`config.mk`:
```
export PLATFORM = sky130hd
export DESIGN_NAME = one_shot_timer_table
export DESIGN_NICKNAME = d
export VERILOG_FILES = /design/src/sv/ostt_pkg.sv /design/src/sv/one_shot_timer_table.sv /design/src/sv/ostt_ram.sv /design/src/sv/ostt_fifo.sv /design/src/sv/ostt_front.sv /design/src/sv/ostt_back.sv
export SDC_FILE = /design/constraint.sdc
export NUM_CORES = 1
export LEC_CHECK = 0
export ABC_AREA = 1
export BUFFER_PORTS_ARGS = -buffer_cell sky130_fd_sc_hd__clkbuf_2
export CAP_MARGIN = 40
export CELL_PAD_IN_SITES_DETAIL_PLACEMENT = 1
export CELL_PAD_IN_SITES_GLOBAL_PLACEMENT = 1
export CORE_MARGIN = 3
export CORE_UTILIZATION = 55
export CTS_BUF_LIST = sky130_fd_sc_hd__clkbuf_4 sky130_fd_sc_hd__clkbuf_8
export DETAILED_ROUTE_END_ITERATION = 12
export PLACE_DENSITY = 0.95
export SYNTH_ARGS = -nofsm -noshare
export SYNTH_HDL_FRONTEND = slang
export SYNTH_HIERARCHICAL = 1
export SYNTH_SLANG_ARGS = --single-unit
```
`constraint.sdc`:
```
create_clock -name clk -period 11.9 [get_ports clk]
set_clock_uncertainty 0.15 [all_clocks]
set_input_delay 1.19 -clock clk [delete_from_list [all_inputs] [get_ports clk]]
set_output_delay 1.19 -clock clk [all_outputs]
set_load 0.05 [all_outputs]
```
`src/sv/ostt_pkg.sv`:
```
package ostt_pkg;

    // default size of the timer table
    localparam int NUM_TIMERS_DEF = 16;

    // depths of the internal queues
    localparam int CMD_DEPTH = 2;
    localparam int RES_DEPTH = 2;

    // identifier counter value after reset, and the id given when the table is full
    localparam logic [31:0] ID_FIRST = 32'd1;
    localparam logic [31:0] ID_NONE  = 32'd0;

    // request codes
    localparam logic [1:0] REQ_START = 2'd0;
    localparam logic [1:0] REQ_TICK  = 2'd1;
    localparam logic [1:0] REQ_KILL  = 2'd2;

    // result kinds
    localparam logic [1:0] KIND_START   = 2'd0;
    localparam logic [1:0] KIND_KILL    = 2'd1;
    localparam logic [1:0] KIND_EXPIRED = 2'd2;
    localparam logic [1:0] KIND_DONE    = 2'd3;

    // incoming request
    typedef struct packed {
        logic [1:0]         req_type;
        logic [31:0]        now_ms;
        logic signed [15:0] delay_ms;
        logic [31:0]        kill_id;
    } req_item_t;

    // outgoing result
    typedef struct packed {
        logic [1:0]  result_kind;
        logic [31:0] timer_id;
        logic        found;
        logic        last;
    } rsp_item_t;

    // classified command between front and back
    typedef enum logic [1:0] {
        OP_START,
        OP_TICK,
        OP_KILL
    } cmd_op_t;

    // arg holds the deadline for start, the time for tick, the id for kill
    typedef struct packed {
        cmd_op_t     op;
        logic [31:0] arg;
    } cmd_t;

    // back-end sequencer states
    typedef enum logic {
        ST_IDLE,
        ST_SCAN
    } scan_state_t;

endpackage

```
`src/sv/one_shot_timer_table.sv`:
```
// one_shot_timer_table: a table of NUM_TIMERS one-shot timers
//
// requests come in through req with push/full: start (claims the lowest free
// slot, answers with a new id or 0 when full), tick (expires every due slot
// in slot order, one result each, then a done result), kill (frees the
// matching slot and answers found). results leave through rsp with empty/pop;
// last marks the final result of each request. the unused request code is
// taken and produces nothing.
//
// a request passes a two-entry command queue, then a sequencer reads one slot
// per cycle from the slot memory while the result queue has room: it takes the
// command, issues the first read, checks each slot in turn and, when no slot
// stops the scan, gives a closing result (start and kill stop at the first
// match). the slot memory has a single read port. while the result queue is
// full the sequencer holds, and the command queue keeps taking requests until
// it fills.
// reset frees all slots and sets the next id to 1; no clearing pass is run.
module one_shot_timer_table #(
    parameter int NUM_TIMERS = ostt_pkg::NUM_TIMERS_DEF
) (
    input  logic                clk,
    input  logic                rst_n,
    input  ostt_pkg::req_item_t req,
    input  logic                push,
    output logic                full,
    output ostt_pkg::rsp_item_t rsp,
    output logic                empty,
    input  logic                pop
);

    localparam int RES_W = $bits(ostt_pkg::rsp_item_t);

    ostt_pkg::cmd_t      cmd;
    logic                cmd_empty;
    logic                cmd_pop;
    ostt_pkg::rsp_item_t res;
    logic                res_push;
    logic                res_full;
    logic [RES_W-1:0]    res_rdata;

    // request intake and classification
    ostt_front u_front (
        .clk       (clk),
        .rst_n     (rst_n),
        .req       (req),
        .push      (push),
        .full      (full),
        .cmd       (cmd),
        .cmd_empty (cmd_empty),
        .cmd_pop   (cmd_pop)
    );

    // slot sequencer
    ostt_back #(
        .NUM_TIMERS (NUM_TIMERS)
    ) u_back (
        .clk       (clk),
        .rst_n     (rst_n),
        .cmd       (cmd),
        .cmd_empty (cmd_empty),
        .cmd_pop   (cmd_pop),
        .res       (res),
        .res_push  (res_push),
        .res_full  (res_full)
    );

    // result queue
    ostt_fifo #(
        .WIDTH (RES_W),
        .DEPTH (ostt_pkg::RES_DEPTH)
    ) u_res_q (
        .clk   (clk),
        .rst_n (rst_n),
        .push  (res_push),
        .wdata (RES_W'(res)),
        .full  (res_full),
        .pop   (pop),
        .rdata (res_rdata),
        .empty (empty)
    );

    assign rsp = ostt_pkg::rsp_item_t'(res_rdata);

endmodule

```
`src/sv/ostt_ram.sv`:
```
module ostt_ram #(
    parameter int WIDTH = 64,
    parameter int DEPTH = 16,
    localparam int AW = (DEPTH > 1) ? $clog2(DEPTH) : 1
) (
    input  logic             clk,
    input  logic             we,
    input  logic [AW-1:0]    waddr,
    input  logic [WIDTH-1:0] wdata,
    input  logic             re,
    input  logic [AW-1:0]    raddr,
    output logic [WIDTH-1:0] rdata
);

    logic [WIDTH-1:0] mem [DEPTH];

    // write port
    always_ff @(posedge clk)
    begin
        if (we)
        begin
            mem[waddr] <= wdata;
        end
    end

    // registered read, held while re is low
    always_ff @(posedge clk)
    begin
        if (re)
        begin
            rdata <= mem[raddr];
        end
    end

endmodule

```
`src/sv/ostt_fifo.sv`:
```
module ostt_fifo #(
    parameter int WIDTH = 34,
    parameter int DEPTH = 2,
    localparam int PW = (DEPTH > 1) ? $clog2(DEPTH) : 1,
    localparam int NW = $clog2(DEPTH + 1)
) (
    input  logic             clk,
    input  logic             rst_n,
    input  logic             push,
    input  logic [WIDTH-1:0] wdata,
    output logic             full,
    input  logic             pop,
    output logic [WIDTH-1:0] rdata,
    output logic             empty
);

    logic [WIDTH-1:0] data_reg [DEPTH];
    logic [PW-1:0]    wr_ptr_reg, wr_ptr_next;
    logic [PW-1:0]    rd_ptr_reg, rd_ptr_next;
    logic [NW-1:0]    count_reg, count_next;
    logic             do_push, do_pop;

    assign full    = (count_reg == NW'(DEPTH));
    assign empty   = (count_reg == '0);
    assign do_push = push && !full;
    assign do_pop  = pop && !empty;
    assign rdata   = data_reg[rd_ptr_reg];

    // pointer and fill count update
    always_comb
    begin
        wr_ptr_next = wr_ptr_reg;
        rd_ptr_next = rd_ptr_reg;
        count_next  = count_reg;
        if (do_push)
        begin
            wr_ptr_next = (wr_ptr_reg == PW'(DEPTH - 1)) ? '0 : wr_ptr_reg + PW'(1);
        end
        if (do_pop)
        begin
            rd_ptr_next = (rd_ptr_reg == PW'(DEPTH - 1)) ? '0 : rd_ptr_reg + PW'(1);
        end
        if (do_push && !do_pop)
        begin
            count_next = count_reg + NW'(1);
        end
        else if (do_pop && !do_push)
        begin
            count_next = count_reg - NW'(1);
        end
    end

    always_ff @(posedge clk or negedge rst_n)
    begin
        if (!rst_n)
        begin
            wr_ptr_reg <= '0;
            rd_ptr_reg <= '0;
            count_reg  <= '0;
        end
        else
        begin
            wr_ptr_reg <= wr_ptr_next;
            rd_ptr_reg <= rd_ptr_next;
            count_reg  <= count_next;
        end
    end

    // storage
    always_ff @(posedge clk)
    begin
        if (do_push)
        begin
            data_reg[wr_ptr_reg] <= wdata;
        end
    end

endmodule

```
`src/sv/ostt_front.sv`:
```
module ostt_front (
    input  logic               clk,
    input  logic               rst_n,
    input  ostt_pkg::req_item_t req,
    input  logic               push,
    output logic               full,
    output ostt_pkg::cmd_t     cmd,
    output logic               cmd_empty,
    input  logic               cmd_pop
);

    localparam int CMD_W = $bits(ostt_pkg::cmd_t);

    ostt_pkg::cmd_t   cmd_in;
    logic             keep;
    logic [31:0]      deadline;
    logic             q_full;
    logic [CMD_W-1:0] q_rdata;

    // deadline is now plus the sign-extended delay, wrapping at 32 bits
    assign deadline = req.now_ms + {{16{req.delay_ms[15]}}, req.delay_ms};

    // classify the request; the unused code is taken and dropped
    always_comb
    begin
        keep       = 1'b1;
        cmd_in.op  = ostt_pkg::OP_START;
        cmd_in.arg = deadline;
        unique case (req.req_type)
            ostt_pkg::REQ_START:
            begin
                cmd_in.op  = ostt_pkg::OP_START;
                cmd_in.arg = deadline;
            end
            ostt_pkg::REQ_TICK:
            begin
                cmd_in.op  = ostt_pkg::OP_TICK;
                cmd_in.arg = req.now_ms;
            end
            ostt_pkg::REQ_KILL:
            begin
                cmd_in.op  = ostt_pkg::OP_KILL;
                cmd_in.arg = req.kill_id;
            end
            default:
            begin
                keep = 1'b0;
            end
        endcase
    end

    assign full = q_full;
    assign cmd  = ostt_pkg::cmd_t'(q_rdata);

    // command queue toward the slot sequencer
    ostt_fifo #(
        .WIDTH (CMD_W),
        .DEPTH (ostt_pkg::CMD_DEPTH)
    ) u_cmd_q (
        .clk   (clk),
        .rst_n (rst_n),
        .push  (push && keep),
        .wdata (CMD_W'(cmd_in)),
        .full  (q_full),
        .pop   (cmd_pop),
        .rdata (q_rdata),
        .empty (cmd_empty)
    );

endmodule

```
`src/sv/ostt_back.sv`:
```
module ostt_back #(
    parameter int NUM_TIMERS = ostt_pkg::NUM_TIMERS_DEF
) (
    input  logic                clk,
    input  logic                rst_n,
    input  ostt_pkg::cmd_t      cmd,
    input  logic                cmd_empty,
    output logic                cmd_pop,
    output ostt_pkg::rsp_item_t res,
    output logic                res_push,
    input  logic                res_full
);

    localparam int AW = (NUM_TIMERS > 1) ? $clog2(NUM_TIMERS) : 1;
    localparam int CW = $clog2(NUM_TIMERS + 1);

    ostt_pkg::scan_state_t state_reg, state_next;
    ostt_pkg::cmd_op_t     op_reg, op_next;
    logic [31:0]           arg_reg, arg_next;
    logic [CW-1:0]         idx_reg, idx_next;
    logic                  chk_valid_reg, chk_valid_next;
    logic [AW-1:0]         chk_idx_reg, chk_idx_next;
    logic [NUM_TIMERS-1:0] active_reg, active_next;
    logic [31:0]           next_id_reg, next_id_next;

    logic        go;
    logic        issue;
    logic        scan_end;
    logic        chk_act;
    logic        hit;
    logic        finish;
    logic [31:0] rd_id;
    logic [31:0] rd_dl;
    logic [31:0] id_inc;
    logic        ram_we;
    logic [63:0] ram_rdata;

    // scan: one slot read per cycle unless stalled, checked the cycle after
    assign go       = !res_full;
    assign issue    = (idx_reg < CW'(NUM_TIMERS));
    assign scan_end = !chk_valid_reg && !issue;
    assign chk_act  = active_reg[chk_idx_reg];
    assign rd_id    = ram_rdata[63:32];
    assign rd_dl    = ram_rdata[31:0];
    assign id_inc   = next_id_reg + 32'd1;

    // slot match for the command in flight
    always_comb
    begin
        unique case (op_reg)
            ostt_pkg::OP_START: hit = chk_valid_reg && !chk_act;
            ostt_pkg::OP_TICK:  hit = chk_valid_reg && chk_act && (arg_reg >= rd_dl);
            ostt_pkg::OP_KILL:  hit = chk_valid_reg && chk_act && (rd_id == arg_reg);
            default:            hit = 1'b0;
        endcase
    end

    assign finish = scan_end || (hit && (op_reg != ostt_pkg::OP_TICK));

    // next state
    always_comb
    begin
        state_next = state_reg;
        unique case (state_reg)
            ostt_pkg::ST_IDLE:
            begin
                if (!cmd_empty)
                begin
                    state_next = ostt_pkg::ST_SCAN;
                end
            end
            ostt_pkg::ST_SCAN:
            begin
                if (go && finish)
                begin
                    state_next = ostt_pkg::ST_IDLE;
                end
            end
            default:
            begin
                state_next = ostt_pkg::ST_IDLE;
            end
        endcase
    end

    // outputs and datapath
    always_comb
    begin
        cmd_pop         = 1'b0;
        res_push        = 1'b0;
        res.result_kind = ostt_pkg::KIND_DONE;
        res.timer_id    = ostt_pkg::ID_NONE;
        res.found       = 1'b0;
        res.last        = 1'b1;
        ram_we          = 1'b0;
        op_next         = op_reg;
        arg_next        = arg_reg;
        idx_next        = idx_reg;
        chk_valid_next  = chk_valid_reg;
        chk_idx_next    = chk_idx_reg;
        active_next     = active_reg;
        next_id_next    = next_id_reg;

        // result fields for the current check
        unique case (op_reg)
            ostt_pkg::OP_START:
            begin
                res.result_kind = ostt_pkg::KIND_START;
                res.timer_id    = hit ? next_id_reg : ostt_pkg::ID_NONE;
            end
            ostt_pkg::OP_KILL:
            begin
                res.result_kind = ostt_pkg::KIND_KILL;
                res.found       = hit;
            end
            ostt_pkg::OP_TICK:
            begin
                if (hit)
                begin
                    res.result_kind = ostt_pkg::KIND_EXPIRED;
                    res.timer_id    = rd_id;
                    res.last        = 1'b0;
                end
            end
            default:
            begin
                res.result_kind = ostt_pkg::KIND_DONE;
            end
        endcase

        unique case (state_reg)
            ostt_pkg::ST_IDLE:
            begin
                if (!cmd_empty)
                begin
                    cmd_pop        = 1'b1;
                    op_next        = cmd.op;
                    arg_next       = cmd.arg;
                    idx_next       = '0;
                    chk_valid_next = 1'b0;
                end
            end
            ostt_pkg::ST_SCAN:
            begin
                if (go)
                begin
                    res_push       = hit || scan_end;
                    idx_next       = issue ? idx_reg + CW'(1) : idx_reg;
                    chk_valid_next = issue && !finish;
                    chk_idx_next   = idx_reg[AW-1:0];
                    if (hit)
                    begin
                        if (op_reg == ostt_pkg::OP_START)
                        begin
                            ram_we                   = 1'b1;
                            active_next[chk_idx_reg] = 1'b1;
                            next_id_next = (id_inc == '0) ? ostt_pkg::ID_FIRST : id_inc;
                        end
                        else
                        begin
                            active_next[chk_idx_reg] = 1'b0;
                        end
                    end
                end
            end
            default:
            begin
                cmd_pop = 1'b0;
            end
        endcase
    end

    always_ff @(posedge clk or negedge rst_n)
    begin
        if (!rst_n)
        begin
            state_reg     <= ostt_pkg::ST_IDLE;
            chk_valid_reg <= 1'b0;
            idx_reg       <= '0;
            active_reg    <= '0;
            next_id_reg   <= ostt_pkg::ID_FIRST;
        end
        else
        begin
            state_reg     <= state_next;
            chk_valid_reg <= chk_valid_next;
            idx_reg       <= idx_next;
            active_reg    <= active_next;
            next_id_reg   <= next_id_next;
        end
    end

    // command payload and check index
    always_ff @(posedge clk)
    begin
        op_reg      <= op_next;
        arg_reg     <= arg_next;
        chk_idx_reg <= chk_idx_next;
    end

    // slot store: id in the upper half, deadline in the lower half
    ostt_ram #(
        .WIDTH (64),
        .DEPTH (NUM_TIMERS)
    ) u_slot_ram (
        .clk   (clk),
        .we    (ram_we),
        .waddr (chk_idx_reg),
        .wdata ({next_id_reg, arg_reg}),
        .re    ((state_reg == ostt_pkg::ST_SCAN) && go && issue),
        .raddr (idx_reg[AW-1:0]),
        .rdata (ram_rdata)
    );

    // checks
    a_idx_range: assert property (@(posedge clk) disable iff (!rst_n)
        idx_reg <= CW'(NUM_TIMERS))
        else $error("scan index past table end");

    a_chk_in_scan: assert property (@(posedge clk) disable iff (!rst_n)
        chk_valid_reg |-> (state_reg == ostt_pkg::ST_SCAN))
        else $error("slot check pending outside a scan");

    a_push_room: assert property (@(posedge clk) disable iff (!rst_n)
        res_push |-> !res_full)
        else $error("result pushed into a full queue");

    a_id_nonzero: assert property (@(posedge clk) disable iff (!rst_n)
        next_id_reg != ostt_pkg::ID_NONE)
        else $error("identifier counter reached zero");

    a_id_advance: assert property (@(posedge clk) disable iff (!rst_n)
        (res_push && (op_reg == ostt_pkg::OP_START) && hit)
            |=> (next_id_reg != $past(next_id_reg)))
        else $error("identifier counter did not advance after a start");

endmodule

```
==> results of run 1 <==
==> kinds of logic after synthesis <==
| family | Yosys count | synth area share [%] |
|---|---|---|
| AND/OR/NAND/NOR | 3260 | 22.3 |
| flip-flops | 1329 | 64.9 |
| buffers and inverters | 1281 | 8.93 |
| AO/OA/AOI/OAI | 166 | 1.61 |
| adder cells (fa/ha/maj) | 77 | 1.59 |
| XOR/XNOR | 52 | 0.746 |
==> Yosys cell counts, types with 6 or more instances <==
cell type and count:
clkbuf_1 36, o21ai_1 17, nand3_2 6, buf_2 132, inv_2 8, a21oi_1 45
nand4_1 27, nor2_2 6, ha_1 76, nor2_1 176, a22oi_1 9, buf_4 30
o21ai_0 58, nor3_1 8, nand3_1 826, nand2_2 17, xnor2_1 37, xor2_1 15
nand3b_1 14, nand2_1 2168, inv_1 1014, buf_1 11, a22o_1 25, buf_6 46
edfxtp_1 1266, dfrtp_1 62
==> layer usage <==
layer | GRT overflow | GRT usage (%)
met2 | 103 | 90.7
met4 | 126 | 79.2
met1 | 24 | 78.9
met3 | 23 | 75.9
met5 | 1 | 64.0
==> stage by stage <==
stage / area, um2 / cells / util (%)
after floorplan: 61000 / 6165 / -
after global placement: 62600 / 7565 / 57.1
after detailed placement: 63100 / 7587 / 57.6
after CTS: 67100 / 7955 / 61.3
==> flow_summary_export.csv, run 1 <==
group,metric,value,unit
synth,netlist.top_cell.by_area,"edfxtp_1",
grt,grt_max_degree,210,
synth,yosysSeqAreaShare,64.9,%
grt,gr-usage-all-layers,81.3,%
clock_tree,post_cts_buffers,0,
synth,avgSynthCellArea,9.90,um2
synth,synth_top_area_share,62.3,%
status,stop_stage,"global routing (5_1_grt)",
clock_tree,ctsHoldBuffers,0,
synth,synthesis.nets,6328,
placed_design,post-dp-hpwl,140000,um
die,die_x,339,um
die,fp.dieH,339,um
clock_tree,clkSinkCount,1329,
clock_tree,h-tree-depth,4,
clock_tree,cts_inserted_buffers,201,
synth,synth.distinct_cells,46,
grt,overflow,277,
synth,ys_ff_latch,1329,
clock_tree,root_buffer,"clkbuf_8",
placed_design,dp_slack,5130,ps
clock_tree,clock_path_buffers,3,
die,io_pins,124,
synth,synthTopCellsByArea,"edfxtp_1 (62%), nand2_1 (13%), nand3_1 (6.8%)",
synth,syn-cell-area,0.0610,mm2
status,status,"aborted with a tool error",
grt,antenna_found_initial,76,
placed_design,io_buffers,123,
status,tool.error,"[ERROR GRT-0232] Routing congestion too high. Check the congestion heatmap in the GUI.",
clock_tree,cts_resized,0,
synth,synth_edf_count,1266,
placed_design,place.gp.congestion,0.912,
synth,synthCells,6165,
synth,async_reset_ff_share,4.74,%
die,fp-row-count,121,
synth,synth_warnings,6,
die,start_util,55.8,%
synth,ys.flop_type,"edfxtp_1",
==> inputs of run 2 (changes only) <==
--- a/config.mk
+++ b/config.mk
@@ -8,13 +8,10 @@
 export ABC_AREA = 1
 export BUFFER_PORTS_ARGS = -buffer_cell sky130_fd_sc_hd__clkbuf_2
 export CAP_MARGIN = 40
-export CELL_PAD_IN_SITES_DETAIL_PLACEMENT = 1
-export CELL_PAD_IN_SITES_GLOBAL_PLACEMENT = 1
 export CORE_MARGIN = 3
-export CORE_UTILIZATION = 55
-export CTS_BUF_LIST = sky130_fd_sc_hd__clkbuf_4 sky130_fd_sc_hd__clkbuf_8
+export CORE_UTILIZATION = 40
 export DETAILED_ROUTE_END_ITERATION = 12
-export PLACE_DENSITY = 0.95
+export PLACE_DENSITY_LB_ADDON = 0.15
 export SYNTH_ARGS = -nofsm -noshare
 export SYNTH_HDL_FRONTEND = slang
 export SYNTH_HIERARCHICAL = 1
==> run 2 against run 1 <==
Against the previous run: synthesized cell count unchanged; area after synthesis did not move; the flow now finishes without violations.
==> flow_summary_export.csv, run 2 <==
group,metric,value,unit
status,status,"finished clean",
clock_tree,clock_latency,770,ps
layout,mostFrequentLayoutCell,"nand2_1",
sta,period_minus_slack,6830,ps
synth,netlist.top_cell.by_area,"edfxtp_1",
clock_tree,cts.clk_slew.worst_paths,60,ps
clock_tree,cts_tree,"yes",
layout,fin_nets,6436,
sta,worst_hold_slack,144,ps
die,fp.dieH,397,um
placed_design,io_buffers,123,
synth,synthTopCellsByArea,"edfxtp_1 (62%), nand2_1 (13%), nand3_1 (6.8%)",
layout,area_growth,12.5,%
die,start_util,40.5,%
sta,hold_violations,0,
detailed_routing,drtAntennaViolNets,0,
die,die_x,397,um
sta,fmax,146,MHz
synth,syn-cell-area,0.0610,mm2
grt,grt_pass1_wl,263000,um
grt,overflow,0,
power,p_switching,5.77,mW
power,seqPwrFrac,40.0,%
synth,synth_top_area_share,62.3,%
power,powerDensity,220,mW/mm2
clock_tree,cts_resized,0,
clock_tree,root_buffer,"clkbuf_16",
clock_tree,clkSinkCount,1329,
sta,slew_headroom,28.0,%
sta,finalSetupViolCount,0,
grt,grt_max_degree,219,
critical_path,critPathKind,"reg2reg",
die,die-area,0.157,mm2
critical_path,crit_path_max_fanout,35,
synth,synth_edf_count,1266,
sta,tightest_slew,1080,ps
synth,post-synth-top-count-cell,"nand2_1",
detailed_routing,wire_per_inst,21.0,um
placed_design,dp_slack,5100,ps
grt,grt_pass1_vias,39900,
layout,largest_reg_flops,1024,
sta,setup-tns-final,0,ps
sta,rsz0062_at_grt,"no",
clock_tree,clock_path_buffers,3,
detailed_routing,first_iter_violations,3697,
power,p_sw_share,38.2,%
synth,synth_warnings,6,
clock_tree,ctsHoldBuffers,0,
clock_tree,h-tree-depth,4,
detailed_routing,dr.pass1.iters,5,
critical_path,crit_path_end_kind,"register",
die,fp-row-count,142,
power,power_frac_comb,32.1,%
synth,synth.distinct_cells,46,
synth,synthesis.nets,6328,
detailed_routing,routed_wl,177000,um
die,io_pins,124,
power,leakage,29.8,nW
hold_path,hp-class,"in2async",
detailed_routing,drc,0,
clock_tree,cts_inserted_buffers,140,
power,clkPwrFrac,27.8,%
sta,drv_slew,0,
power,p_int,9.33,mW
placed_design,post-dp-hpwl,107000,um
synth,ys_ff_latch,1329,
power,peakVddDrop,0.261,mV
sta,finalCritPeriodShare,57.4,%
detailed_routing,vias,42100,
grt,gr-usage-all-layers,22.4,%
critical_path,required,12160,ps
flow_run,max-cap-violations,0,
synth,yosysSeqAreaShare,64.9,%
synth,async_reset_ff_share,4.74,%
synth,avgSynthCellArea,9.90,um2
detailed_routing,viasPerCell,5.01,
critical_path,cp-start-kind,"register",
placed_design,place.gp.congestion,0.870,
clock_tree,post_cts_buffers,0,
layout,drive_above_1_share,7.58,%
synth,ys.flop_type,"edfxtp_1",
synth,synthCells,6165,
grt,antenna_found_initial,8,
die,core,0.151,mm2
layout,final_cell_mix,"nand2_1 (2168), edfxtp_1 (1266), inv_1 (1013), nand3_1 (826), nor2_1 (156)",
layout,fin_util,45.6,%
critical_path,crit_arrival,7090,ps
synth,synth_top_cells_by_count,"nand2_1 (2168), edfxtp_1 (1266), inv_1 (1014)",
sta,worst_slack,5070,ps
power,power,15.1,mW
==> run 2: critical path, stage by stage, from the launching register on <==
cell and delay [ps]:
edfxtp_1 750, inv_1 150, ha_1 320, nand4_1 100, nor2_1 100, nor2_1 40, nand2_1 90, nand2_1 60
nand2_1 200, nand2_1 80, nand2_1 80, nand3_1 160, nand2_1 560, nand4_4 610, inv_2 660, nand3_1 420
nor2_4 730, buf_4 570, buf_4 560
==> run 2: per-stage QoR <==
stage	area, um2	std cells
floorplan	61000	6165
global placement	63200	8106
detailed placement	64300	8146
CTS	68600	8399
global route	68700	8400
finish	68700	8406
==> run 2: per-layer routing <==
metal  vias to the layer above  GRT usage, %  part of all wire [%]  wire [um]
met5                         -             0                 0.022         39
met4                         6          6.83                   2.8       5010
met3                       254          3.21                   6.3      11200
met2                      1379          35.2                    46      80600
met1                     20300          32.2                    45      79800
li1                      20100             -                     -          -
==> run 2: cell families after synthesis <==
logic type      Yosys count  share of synthesized area (%)
simple gates           3260                           22.3
flops                  1329                           64.9
buf+inv                1281                           8.93
compound gates          166                           1.61
fa+ha+maj                77                           1.59
xor+xnor                 52                          0.746
==> run 2: area by class of cell <==
type	instances	area, um2
well taps	2016	2520
clock inverters	69	606
diodes	6	15.0
flip-flops and latches	1329	39600
inverters	1025	3880
multi-input cells	3555	16100
fillers	14300	82000
clock buffers	184	3750
repair buffers	222	2150
==> run 2: power groups by stage <==
stage               clock network (mW)  registers [mW]  logic, mW
finish                            4.20            6.05       4.86
global route                      4.49            6.09       5.31
CTS                               4.29            6.05       4.88
detailed placement                   0            6.15       4.86
global placement                     0            6.15       4.75
floorplan                            0            5.97       3.33
==> run 2: path summary, 6_finish.rpt <==
path                       slack [ps]  cells past startpoint                                   start                                       to
max                              5070                     18             u_back/arg_reg[0]$_DFFE_PP_  u_back/u_slot_ram/mem[14][61]$_DFFE_PP_
min                               140                      1                                   rst_n        u_back/next_id_reg[3]$_DFFE_PN0P_
min reg2reg                       340                      2  u_front/u_cmd_q/wr_ptr_reg$_DFFE_PN0P_   u_front/u_cmd_q/wr_ptr_reg$_DFFE_PN0P_
max in group asynchronous       10890                      2                                   rst_n            u_back/idx_reg[2]$_DFFE_PN0P_
max reg2reg                      5070                     18             u_back/arg_reg[0]$_DFFE_PP_  u_back/u_slot_ram/mem[14][61]$_DFFE_PP_
min in group clk                  340                      2  u_front/u_cmd_q/wr_ptr_reg$_DFFE_PN0P_   u_front/u_cmd_q/wr_ptr_reg$_DFFE_PN0P_
Power figures use the tool's default switching activity.
